==> config.mk <==
export PLATFORM = sky130hd
export DESIGN_NAME = fifo_write_through_cache_core
export DESIGN_NICKNAME = d
export VERILOG_FILES = /design/src/sv/fwtc_pkg.sv /design/src/sv/fwtc_ctrl.sv /design/src/sv/fwtc_dp.sv /design/src/sv/fifo_write_through_cache_core.sv
export SDC_FILE = /design/constraint.sdc
export NUM_CORES = 2
export LEC_CHECK = 0
export BUFFER_PORTS_ARGS = -buffer_cell sky130_fd_sc_hd__buf_2
export CAP_MARGIN = 30
export CORE_ASPECT_RATIO = 0.6
export CORE_MARGIN = 10
export CORE_UTILIZATION = 25
export DETAILED_ROUTE_END_ITERATION = 8
export GPL_TIMING_DRIVEN = 0
export PLACE_DENSITY_LB_ADDON = 0.15
export SLEW_MARGIN = 10
export SYNTH_ARGS = -nofsm -noshare
export SYNTH_HDL_FRONTEND = slang
export SYNTH_SLANG_ARGS = --single-unit
==> constraint.sdc <==
create_clock -name clk -period 3.6 [get_ports clk]
set_input_delay 0.18 -clock clk [delete_from_list [all_inputs] [get_ports clk]]
set_output_delay 0.18 -clock clk [all_outputs]
set_load 0.005 [all_outputs]
==> src/sv/fwtc_pkg.sv <==
package fwtc_pkg;

	localparam int REQ_W  = 2;
	localparam int ADDR_W = 8;
	localparam int WORD_W = 15;
	localparam int STAT_W = 2;

	localparam logic [REQ_W-1:0] REQ_READ  = 2'd0;
	localparam logic [REQ_W-1:0] REQ_WRITE = 2'd1;
	localparam logic [REQ_W-1:0] REQ_CLEAR = 2'd2;

	localparam logic [STAT_W-1:0] ST_HIT   = 2'd0;
	localparam logic [STAT_W-1:0] ST_MISS  = 2'd1;
	localparam logic [STAT_W-1:0] ST_ERROR = 2'd2;

	typedef struct packed {
		logic load;
		logic update;
	} dp_cmd_t;

	typedef struct packed {
		logic need_fill;
		logic is_clear;
	} dp_stat_t;

endpackage

==> src/sv/fwtc_ctrl.sv <==
module fwtc_ctrl (
	input  logic               clk,
	input  logic               arst_n,
	input  logic               in_valid,
	output logic               in_stall,
	input  logic               out_stall,
	output logic               out_valid,
	output fwtc_pkg::dp_cmd_t  cmd,
	input  fwtc_pkg::dp_stat_t stat
);

	localparam logic [1:0] S_IDLE = 2'd0;
	localparam logic [1:0] S_EXEC = 2'd1;
	localparam logic [1:0] S_FILL = 2'd2;

	logic [1:0] state_q;
	logic [1:0] state_d;
	logic       out_valid_q;
	logic       out_free;

	assign out_free  = !out_valid_q || !out_stall;
	assign in_stall  = (state_q != S_IDLE);
	assign out_valid = out_valid_q;

	always_comb begin
		cmd.load   = in_valid && (state_q == S_IDLE);
		cmd.update = ((state_q == S_EXEC && !stat.need_fill) || state_q == S_FILL) && out_free;
		state_d    = state_q;
		case (state_q)
			S_IDLE: begin
				if (in_valid)
					state_d = S_EXEC;
			end
			S_EXEC: begin
				if (stat.need_fill)
					state_d = S_FILL;
				else if (out_free)
					state_d = S_IDLE;
			end
			S_FILL: begin
				if (out_free)
					state_d = S_IDLE;
			end
			default: state_d = S_IDLE;
		endcase
	end

	always_ff @(posedge clk or negedge arst_n) begin
		if (!arst_n) begin
			state_q     <= S_IDLE;
			out_valid_q <= 1'b0;
		end else begin
			state_q <= state_d;
			if (cmd.update)
				out_valid_q <= 1'b1;
			else if (!out_stall)
				out_valid_q <= 1'b0;
		end
	end

	// fill only ever follows a read miss
	a_fill_needs_miss: assert property (@(posedge clk) disable iff (!arst_n)
		(state_q == S_FILL) |-> stat.need_fill)
		else $error("fill state without a read miss");

	// every finished request shows a result beat
	a_update_shows_beat: assert property (@(posedge clk) disable iff (!arst_n)
		cmd.update |=> out_valid_q)
		else $error("result not presented after update");

	a_accept_to_exec: assert property (@(posedge clk) disable iff (!arst_n)
		(in_valid && !in_stall) |=> (state_q == S_EXEC))
		else $error("accepted beat did not start execution");

endmodule

==> src/sv/fwtc_dp.sv <==
module fwtc_dp #(
	parameter int LINES     = 5,
	parameter int MEM_WORDS = 128
) (
	input  logic                          clk,
	input  logic                          arst_n,
	input  fwtc_pkg::dp_cmd_t             cmd,
	output fwtc_pkg::dp_stat_t            stat,
	input  logic [fwtc_pkg::REQ_W-1:0]    req_type,
	input  logic [fwtc_pkg::ADDR_W-1:0]   address,
	input  logic [fwtc_pkg::WORD_W-1:0]   write_data,
	output logic [fwtc_pkg::WORD_W-1:0]   read_data,
	output logic [fwtc_pkg::STAT_W-1:0]   status
);

	localparam int AW = (MEM_WORDS > 1) ? $clog2(MEM_WORDS) : 1;
	localparam int PW = (LINES > 1) ? $clog2(LINES) : 1;
	localparam logic [fwtc_pkg::ADDR_W:0] MEM_LIMIT = (fwtc_pkg::ADDR_W+1)'(MEM_WORDS);
	localparam logic [PW-1:0] PTR_LAST = PW'(LINES - 1);

	logic [fwtc_pkg::REQ_W-1:0]  req_q;
	logic [AW-1:0]               addr_q;
	logic                        range_q;
	logic [fwtc_pkg::WORD_W-1:0] wdata_q;

	logic [fwtc_pkg::WORD_W-1:0] mem [MEM_WORDS];
	logic [MEM_WORDS-1:0]        mem_vld_q;
	logic [fwtc_pkg::WORD_W-1:0] mem_word_q;
	logic                        mem_word_vld_q;
	logic [fwtc_pkg::WORD_W-1:0] mem_rd;

	logic [LINES-1:0]            valid_q;
	logic [AW-1:0]               tag_q  [LINES];
	logic [fwtc_pkg::WORD_W-1:0] word_q [LINES];
	logic [PW-1:0]               ptr_q;

	logic [fwtc_pkg::WORD_W-1:0] rdata_q;
	logic [fwtc_pkg::STAT_W-1:0] status_q;

	logic                        hit;
	logic [PW-1:0]               hit_idx;
	logic                        is_read;
	logic                        is_write;
	logic                        alloc;
	logic [fwtc_pkg::WORD_W-1:0] alloc_word;
	logic [fwtc_pkg::WORD_W-1:0] res_data;
	logic [fwtc_pkg::STAT_W-1:0] res_status;

	assign is_read  = (req_q == fwtc_pkg::REQ_READ) && range_q;
	assign is_write = (req_q == fwtc_pkg::REQ_WRITE) && range_q;
	assign mem_rd   = mem_word_vld_q ? mem_word_q : '0;

	// lowest matching line wins
	always_comb begin
		hit     = 1'b0;
		hit_idx = '0;
		for (int i = LINES - 1; i >= 0; i--) begin
			if (valid_q[i] && tag_q[i] == addr_q) begin
				hit     = 1'b1;
				hit_idx = PW'(i);
			end
		end
	end

	assign stat.need_fill = is_read && !hit;
	assign stat.is_clear  = (req_q == fwtc_pkg::REQ_CLEAR);
	assign alloc          = (is_read || is_write) && !hit;
	assign alloc_word     = is_write ? wdata_q : mem_rd;

	always_comb begin
		res_data   = '0;
		res_status = fwtc_pkg::ST_HIT;
		if (req_q inside {fwtc_pkg::REQ_READ, fwtc_pkg::REQ_WRITE}) begin
			if (!range_q) begin
				res_status = fwtc_pkg::ST_ERROR;
			end else begin
				if (!hit)
					res_status = fwtc_pkg::ST_MISS;
				if (req_q == fwtc_pkg::REQ_READ)
					res_data = hit ? word_q[hit_idx] : mem_rd;
			end
		end
	end

	// request capture
	always_ff @(posedge clk) begin
		if (cmd.load) begin
			req_q   <= req_type;
			addr_q  <= address[AW-1:0];
			range_q <= ({1'b0, address} < MEM_LIMIT);
			wdata_q <= write_data;
		end
	end

	// backing store, registered read
	always_ff @(posedge clk) begin
		mem_word_q <= mem[addr_q];
		if (cmd.update && is_write)
			mem[addr_q] <= wdata_q;
	end

	always_ff @(posedge clk or negedge arst_n) begin
		if (!arst_n) begin
			mem_vld_q      <= '0;
			mem_word_vld_q <= 1'b0;
		end else begin
			mem_word_vld_q <= mem_vld_q[addr_q];
			if (cmd.update && is_write)
				mem_vld_q[addr_q] <= 1'b1;
		end
	end

	// line payload
	always_ff @(posedge clk) begin
		if (cmd.update) begin
			if (alloc) begin
				tag_q[ptr_q]  <= addr_q;
				word_q[ptr_q] <= alloc_word;
			end else if (is_write) begin
				word_q[hit_idx] <= wdata_q;
			end
		end
	end

	always_ff @(posedge clk or negedge arst_n) begin
		if (!arst_n) begin
			valid_q <= '0;
			ptr_q   <= '0;
		end else if (cmd.update) begin
			if (stat.is_clear) begin
				valid_q <= '0;
			end else if (alloc) begin
				valid_q[ptr_q] <= 1'b1;
				ptr_q          <= (ptr_q == PTR_LAST) ? '0 : ptr_q + 1'b1;
			end
		end
	end

	always_ff @(posedge clk) begin
		if (cmd.update) begin
			rdata_q  <= res_data;
			status_q <= res_status;
		end
	end

	assign read_data = rdata_q;
	assign status    = status_q;

	a_clear_empties: assert property (@(posedge clk) disable iff (!arst_n)
		(cmd.update && stat.is_clear) |=> (valid_q == '0))
		else $error("lines still valid after clear");

endmodule

==> src/sv/fifo_write_through_cache_core.sv <==
// Fully associative write-through cache with FIFO replacement in front of an internal word
// store. A request beat is taken only when the block is idle. For a hit, a write, a clear or an
// address error the result is registered straight from the execute state; a read miss first
// passes through a fill state for the registered backing-store read, and its result is
// registered from there. Either way the result register waits while an earlier result is
// still held by out_stall. The next request is taken in the cycle after the result is
// registered, even while that result still waits on out_stall. The store reads as zero after
// reset through one valid flop per word, so no clearing pass is needed and requests are taken
// right out of reset.
module fifo_write_through_cache_core #(
	parameter int LINES     = 5,
	parameter int MEM_WORDS = 128
) (
	input  logic                        clk,
	input  logic                        arst_n,
	input  logic                        in_valid,
	output logic                        in_stall,
	input  logic [fwtc_pkg::REQ_W-1:0]  req_type,
	input  logic [fwtc_pkg::ADDR_W-1:0] address,
	input  logic [fwtc_pkg::WORD_W-1:0] write_data,
	output logic                        out_valid,
	input  logic                        out_stall,
	output logic [fwtc_pkg::WORD_W-1:0] read_data,
	output logic [fwtc_pkg::STAT_W-1:0] status
);

	fwtc_pkg::dp_cmd_t  cmd;
	fwtc_pkg::dp_stat_t stat;

	fwtc_ctrl u_ctrl (
		.clk       (clk),
		.arst_n    (arst_n),
		.in_valid  (in_valid),
		.in_stall  (in_stall),
		.out_stall (out_stall),
		.out_valid (out_valid),
		.cmd       (cmd),
		.stat      (stat)
	);

	fwtc_dp #(
		.LINES     (LINES),
		.MEM_WORDS (MEM_WORDS)
	) u_dp (
		.clk        (clk),
		.arst_n     (arst_n),
		.cmd        (cmd),
		.stat       (stat),
		.req_type   (req_type),
		.address    (address),
		.write_data (write_data),
		.read_data  (read_data),
		.status     (status)
	);

endmodule
== Word-level counts from Yosys, hierarchy flattened ==
Memories as Yosys holds them, arrays and structs flattened. A register that Yosys moved wholly into a read port is not among the register bits.
Index checks and enable logic that the tools add are counted.

* Multiplexer cells: 42
* Div/mod/pow operators: 0
* Bitwise operators: 3
* Order comparisons: 5
* Equality and inequality tests: 12
* Shifts and indexed selects: 0
* Add/subtract/negate cells: 1
* Reduce and logical (&&, ||, !) cells: 32
* $mul: 0

{| class="wikitable"
|+ Operator list
! kind !! count
|-
| 128-bit bitwise OR || 1
|-
| 15-bit two-way mux || 4
|-
| 7-bit == test || 5
|-
| 1-bit two-way mux || 21
|-
| 3-bit two-way mux || 7
|-
| 1-bit logical AND || 15
|-
| 15-bit OR reduction || 1
|-
| 5-bit two-way mux || 2
|-
| 7-bit by 8-bit less-than comparator with 1-bit output (second input constant) || 1
|-
| 8-bit less-than comparator (second input constant) || 1
|-
| 2-bit two-way mux || 4
|-
| 1-bit binary-select mux with 7-bit select || 1
|-
| 1-bit demux with 7-bit select || 1
|-
| 7-bit by 1-bit >= comparator with 1-bit output (second input constant) || 1
|-
| 2-bit one-hot mux with 3 select lines || 1
|-
| 3-bit AND reduction || 2
|-
| 2-bit nonzero test || 3
|-
| 5-bit bitwise OR || 1
|-
| 2-bit by 1-bit == test with 1-bit output (second input constant) || 2
|-
| 2-bit == test (second input constant) || 2
|-
| 1-bit logical NOT || 4
|-
| 2-bit logical NOT || 2
|-
| 3-bit by 4-bit less-than comparator with 1-bit output (second input constant) || 1
|-
| 2-bit AND reduction || 2
|-
| 8 further kinds || 10
|}

* Latch bits: 0
* Output and inout port bits: 19
* ROM bits: 0
* Word-level logic and storage cells: 111
* Input bits: 29
* RAM bits: 2030
* Memories: 3
* Flip-flop bits (word level): 182

{| class="wikitable"
|+ Memory list
! name !! words !! width !! rd ports !! clocked after memory_dff !! write ports !! line !! RTL
|-
| u_dp.mem || 128 || 15 || 1 || 1 || 1 || fwtc_dp.sv:26 || <nowiki>logic [fwtc_pkg::WORD_W-1:0] mem [MEM_WORDS];</nowiki>
|-
| u_dp.word_q || 5 || 15 || 1 || 0 || 1 || fwtc_dp.sv:34 || <nowiki>logic [fwtc_pkg::WORD_W-1:0] word_q [LINES];</nowiki>
|-
| u_dp.tag_q || 5 || 7 || 5 || 0 || 1 || fwtc_dp.sv:33 || <nowiki>logic [AW-1:0] tag_q [LINES];</nowiki>
|}

== Logic depth before layout (Yosys ltp) ==
An unclocked memory read counts as a cell.

* Word-level depth: 18
* Depth in mapped cells: 13
* Mapped depth without buffers: 7

== By module ==
A second synthesis with hierarchy kept.

* Cells, all modules: 5077
* Area total of the unflattened synthesis: 86853.3 um^2

{| class="wikitable"
|+ By module, submodules not included
! module !! sequential area each (um^2) !! area an instance (um^2) !! instances !! cells each
|-
| fwtc_dp || 65948.2 || 86694.4 || 1 || 5061
|-
| fwtc_ctrl || 75.1 || 158.9 || 1 || 16
|}

== Worst setup path after synthesis ==
OpenSTA, ideal clock, no wires.

* Kind: reg2reg
* Start point: register u_dp.addr_q[1]
* End point: memory u_dp.word_q[2][0] (netlist name), enable pin
* Period minus slack after synthesis: 3.277 ns
* Path buffers: 2
* Required time: 3.238 ns
* Cell stages (with the launch flop): 9
* Data arrival time: 2.915 ns
* Setup time: 0.362 ns
* Setup slack: 0.323 ns
* Cells stage by stage: edfxtp_1 -> buf_6 -> buf_6 -> xnor2_1 -> nand4_1 -> nor2_1 -> or4b_1 -> nor4_1 -> a21o_1

* Word-level cells in the longest chain between the ends: 17
* Elaborated cells between the ends (all ways): 36
* Classes of those cells: 5 x eq/ne; 18 x mux; 13 x reduce/logical

{| class="wikitable"
|+ RTL lines
! element !! line !! RTL
|-
| start, declared || fwtc_dp.sv:22 || <nowiki>logic [AW-1:0] addr_q;</nowiki>
|-
| start signal, assigned || fwtc_dp.sv:89 || <nowiki>addr_q <= address[AW-1:0];</nowiki>
|-
| 7-bit == test || fwtc_dp.sv:58 || <nowiki>if (valid_q[i] && tag_q[i] == addr_q) begin</nowiki>
|-
| 1-bit logical AND || fwtc_dp.sv:58 ||
|-
| 1-bit two-way mux (5 in series) || fwtc_dp.sv:58 ||
|-
| 1-bit logical NOT || fwtc_dp.sv:65, fwtc_dp.sv:67 ||
|-
| 1-bit logical AND || fwtc_dp.sv:65 || <nowiki>assign stat.need_fill = is_read && !hit;</nowiki>
|-
| 1-bit logical NOT || fwtc_ctrl.sv:27 || <nowiki>cmd.update = ((state_q == S_EXEC && !stat.need_fill) || state_q == S_FILL) && out_free;</nowiki>
|-
| 1-bit logical AND || fwtc_ctrl.sv:27 ||
|-
| 1-bit logical OR || fwtc_ctrl.sv:27 ||
|-
| 1-bit logical AND || fwtc_ctrl.sv:27 ||
|-
| 1-bit two-way mux || fwtc_dp.sv:115 || <nowiki>if (cmd.update) begin</nowiki>
|-
| 1-bit two-way mux (implied by the code) || fwtc_dp.sv:120 || <nowiki>word_q[hit_idx] <= wdata_q;</nowiki>
|-
| 15-bit OR reduction (no source line) || n/a ||
|-
| 3-bit two-way mux (no source line) or 1-bit two-way mux (tied branches) || n/a ||
|-
| end, declared || fwtc_dp.sv:34 ||
|}

Parallel ways exist; a longest one is shown, timed or not.

==> key figures <==
Worst hold path
  – Hold Path Sink: u_dp.addr_q[2]$_DFFE_PP_
  – WHS Path Cells: 2
  – Hold_sp: address[2]
  – Worst Hold Class: input port to flop

Worst setup path
  – Worst stage delay on the critical path: 1.26 ns
  – Most Frequent Cell on Critical Path: buf_12
  – Worst EP arrival: between 4 and 5 ns
  – Reg-to-Reg End: u_dp.mem_word_q[3]$_DFF_P_
  – CP Capture Type: flop
  – Reg2Reg Setup Slack: -0.60 ns
  – Worst R2R Path Depth: 11
  – CP max FO: 7
  – Crit path max-delay cell type: a222oi_1
  – Critical path class: flop to flop
  – CP Cell Sequence: buf_8 > buf_12 > buf_12 > buf_16 > buf_4 > clkbuf_16 > a221o_1 > a222oi_1 > o22a_1 > o21ai_1 > or3_4
  – WP data required: about 4.4 ns
  – Worst r2r src: u_dp.addr_q[0]$_DFFE_PP_
  – Crit start category: flop

Clock network
  – Worst-Skew Late Latency: between 0.9 and 1 ns
  – CTS tree: done
  – TritonCTS Buffers: 210
  – Clk slew on worst S/H paths: 0.07 ns
  – Root Driver: clkbuf_16
  – H-tree Lvls: 4
  – # clock sinks: about 2,200
  – Clk buf depth: 4

Floorplan
  – Die area: around 360,000 µm²
  – # IOs: 48
  – Height of the die: approximately 470 µm
  – Starting Density: between 20% and 30%
  – Core Box Area: roughly 340,000 µm²
  – # rows: about 170
  – Die W: between 700 and 800 µm

Power
  – Logic gate share of total power: ~16%
  – Clock share of power: 36.8%
  – P_int: ~44 mW
  – Sw Share: between 20% and 30%
  – Worst vdd rail ir drop: ~0.00046 V
  – PwrDens: approximately 550 nW/µm²
  – Leakage power: around 37 nW
  – Sw Pwr: 18.1 mW
  – Sequential fraction of design power: between 40% and 50%

Cells and area
  – Share of post-route cells with drive strength above 1: about a third
  – Layout Cell Area excl Fill: 113,000 µm²
  – Final #Nets: a little under 6,000
  – Area growth from synthesis to layout: 33.6%
  – FF+latch area: approximately 66,000 µm²
  – Footprint of the multi-input gates: between 15,000 and 20,000 µm²
  – # fillers: between 30,000 and 40,000

Synthesis
  – Synth Instances: slightly below 5,000
  – Synth warn: 0
  – Synth top area share: 73.7%
  – Post-Syn Area per Cell: 17.4 µm²
  – Mapped Area: ~84,000 µm²
  – Syn_nets: 4,889
  – Sequential area share after synthesis: between 70% and 80%
  – Top-count cell post-synth: edfxtp_1
  – Post-synth top cells: edfxtp_1, a22oi_1, nor2_1
  – Post-synth ARST share: around 6.3%
  – EDFF count, synth: 2,072
  – #FFs+latches synth: about 2,200
  – Ys flop type: edfxtp_1
  – Area leader, netlist: edfxtp_1
  – Synth area leaders: edfxtp_1, dfrtp_1, a221oi_1, a22oi_1, mux2_2
  – Cell variety after synth: 80

Route
  – WL per Instance: between 40 and 50 µm
  – Number of remaining DRC errors: 0
  – Post-DR vias/cell: about 6
  – DR pass1 iterations: 7
  – Vias: ~62,000
  – Drt first-iter violations: 14,400
  – Routed WL: 523,000 µm
  – Detail Route Antenna Nets: 0

Global route
  – First-pass GRT wire length: ~640,000 µm
  – Grt ovf: 0
  – Number of global-route vias before repair: between 50,000 and 60,000
  – Initial antenna violation count: a little over 100
  – All-Layer GR Usage: 27.5%
  – Largest net degree at the start of global routing: between 80 and 90

STA
  – Setup WS post-layout: -0.603 ns
  – Max-slew violation count: 1
  – Relative slew slack: -3.72%
  – Final setup vio count: between 400 and 500
  – Period utilization: 117%
  – RSZ-0062 raised after global routing: yes
  – Skew final: slightly below 0.07 ns
  – Tightest Pin Transition: between 1.5 and 2 ns
  – Fmax: roughly 240 MHz
  – Post-layout min period: approximately 4.2 ns
  – Final hold vios: 0

Place
  – Pre-CTS setup slack: -3.08 ns
  – Placement Cell Area: around 98,000 µm²
  – PortBufs: 47
  – Final HPWL DP: 378,000 µm
  – Routability congestion estimate: about 0.99

Run
  – Max Cap Viol: 0

Status
  – Status: complete, but fails checks
  – Failing checks: slew limit, setup timing
power by group through the flow:
stage                     Sequential (mW)  Combinational [mW]  Clock [mW]
final                                29.1                10.2        22.8
after global routing                 29.1                9.86        23.8
after CTS                            29.1                8.93        22.7
after detailed placement             29.6                7.97           0
after global placement               30.6                6.32           0
after floorplan                      29.9                2.28           0
cells by family after synthesis:
| logic type | count (synthesis) | share of synthesized area [%] |
|---|---|---|
| AO/OA/AOI/OAI | 1190 | 10.6 |
| XOR/XNOR | 35 | 0.363 |
| adder cells (fa/ha/maj) | 2 | 0.0296 |
| buffers and inverters | 329 | 2.00 |
| flip-flops | 2227 | 78.2 |
| multiplexers | 326 | 4.62 |
| AND/OR/NAND/NOR | 749 | 4.23 |
flip-flops by register name (all words and copies together) (netlist names), 5 cells and up:
register / count
u_dp.addr_q: 7
u_dp.mem_word_q: 15
u_dp.mem: 1920
u_dp.wdata_q: 15
u_dp.valid_q: 5
u_dp.word_q: 75
u_dp.mem_vld_q: 128
u_dp.tag_q: 35
u_dp.read_data: 15
stage by stage:
| step | hold WS (ns) | util (%) | total power, mW | cells | setup TNS, ns |
|---|---|---|---|---|---|
| 6_report | 0.0442 | 33.5 | 62.1 | 10500 | -28.60 |
| 5_1_grt | 0.0373 | 33.5 | 62.7 | 10500 | -4.46 |
| 4_1_cts | 0.00582 | 32.8 | 60.7 | 10300 | -3.05 |
| 3_5_place_dp | 0.233 | 29.2 | 37.6 | 9747 | -4269.76 |
| 3_3_place_gp | 0.356 | 26.8 | 36.9 | 9414 | - |
| 2_1_floorplan | -0.116 | - | 32.2 | 4858 | 0 |
final cells by class:
class,count,share of cell area (%)
tap,4509,5.00
multi-input combinational,2302,17.4
inverter,12,0.0521
sequential,2227,58.5
clock buffer,284,5.09
timing repair buffer,718,9.42
clock inverter,98,0.723
antenna,34,0.0754
buffer,309,3.73
layer usage:
metal / vias up / part of all wire (%) / global-route usage, %
met3: 846 / 19 / 18.1
met5: - / 0.42 / 0
met4: 54 / 3.0 / 7.40
met2: 5887 / 35 / 32.2
met1: 33900 / 43 / 39.7
li1: 21800 / - / -
placed cells by master, fill, tap and decap left out, drive strengths merged, types with 34 or more instances in the layout:
cell type	synthesis	final
a22o	89	89
dlygate4sd3	0	53
clkbuf	94	375
edfxtp	2072	2072
buf	223	879
diode	0	34
o21ai	120	120
mux2	145	145
a22oi	274	274
a221o	47	47
a21oi	129	129
nand2	173	173
or2	134	134
a31oi	83	83
dfrtp	140	140
mux2i	145	145
a221oi	240	240
nor2	270	270
clkinv	1	79
mux4	36	36
critical path, delay by kind of cell (launching register included):
kind                   cells  cell delay (ns)
AOI/OAI and AO/OA          4             2.09
buffers and inverters      6             0.98
DFF                        1             0.50
and+or+nand+nor            1             0.42
repair_timing:
action	CTS	global route
resized for setup	778	265
cloned	5	7
hold endpoints to repair	197	0
pin swaps	120	66
endpoints found under the setup margin	2206	293
hold buffers	54	0
buffers inserted	152	117
worst max path at each step:
stage | start | endpoint | slack, ns | cells after the start
2_1_floorplan | u_dp.addr_q[1]$_DFFE_PP_ | u_dp.word_q[2][0]$_DFFE_PP_ | 0.32 | 8
3_3_place_gp | u_dp.addr_q[0]$_DFFE_PP_ | u_dp.mem[50][12]$_DFFE_PP_ | -5.74 | 8
3_5_place_dp | u_dp.addr_q[0]$_DFFE_PP_ | u_dp.mem[50][12]$_DFFE_PP_ | -3.08 | 9
4_1_cts | u_dp.addr_q[0]$_DFFE_PP_ | u_dp.mem_word_q[11]$_DFF_P_ | -0.39 | 13
5_1_grt | u_dp.addr_q[0]$_DFFE_PP_ | u_dp.mem_word_q[11]$_DFF_P_ | -0.47 | 9
6_report | u_dp.addr_q[0]$_DFFE_PP_ | u_dp.mem_word_q[3]$_DFF_P_ | -0.60 | 11
Note: power is estimated with default switching activity, not from simulation.
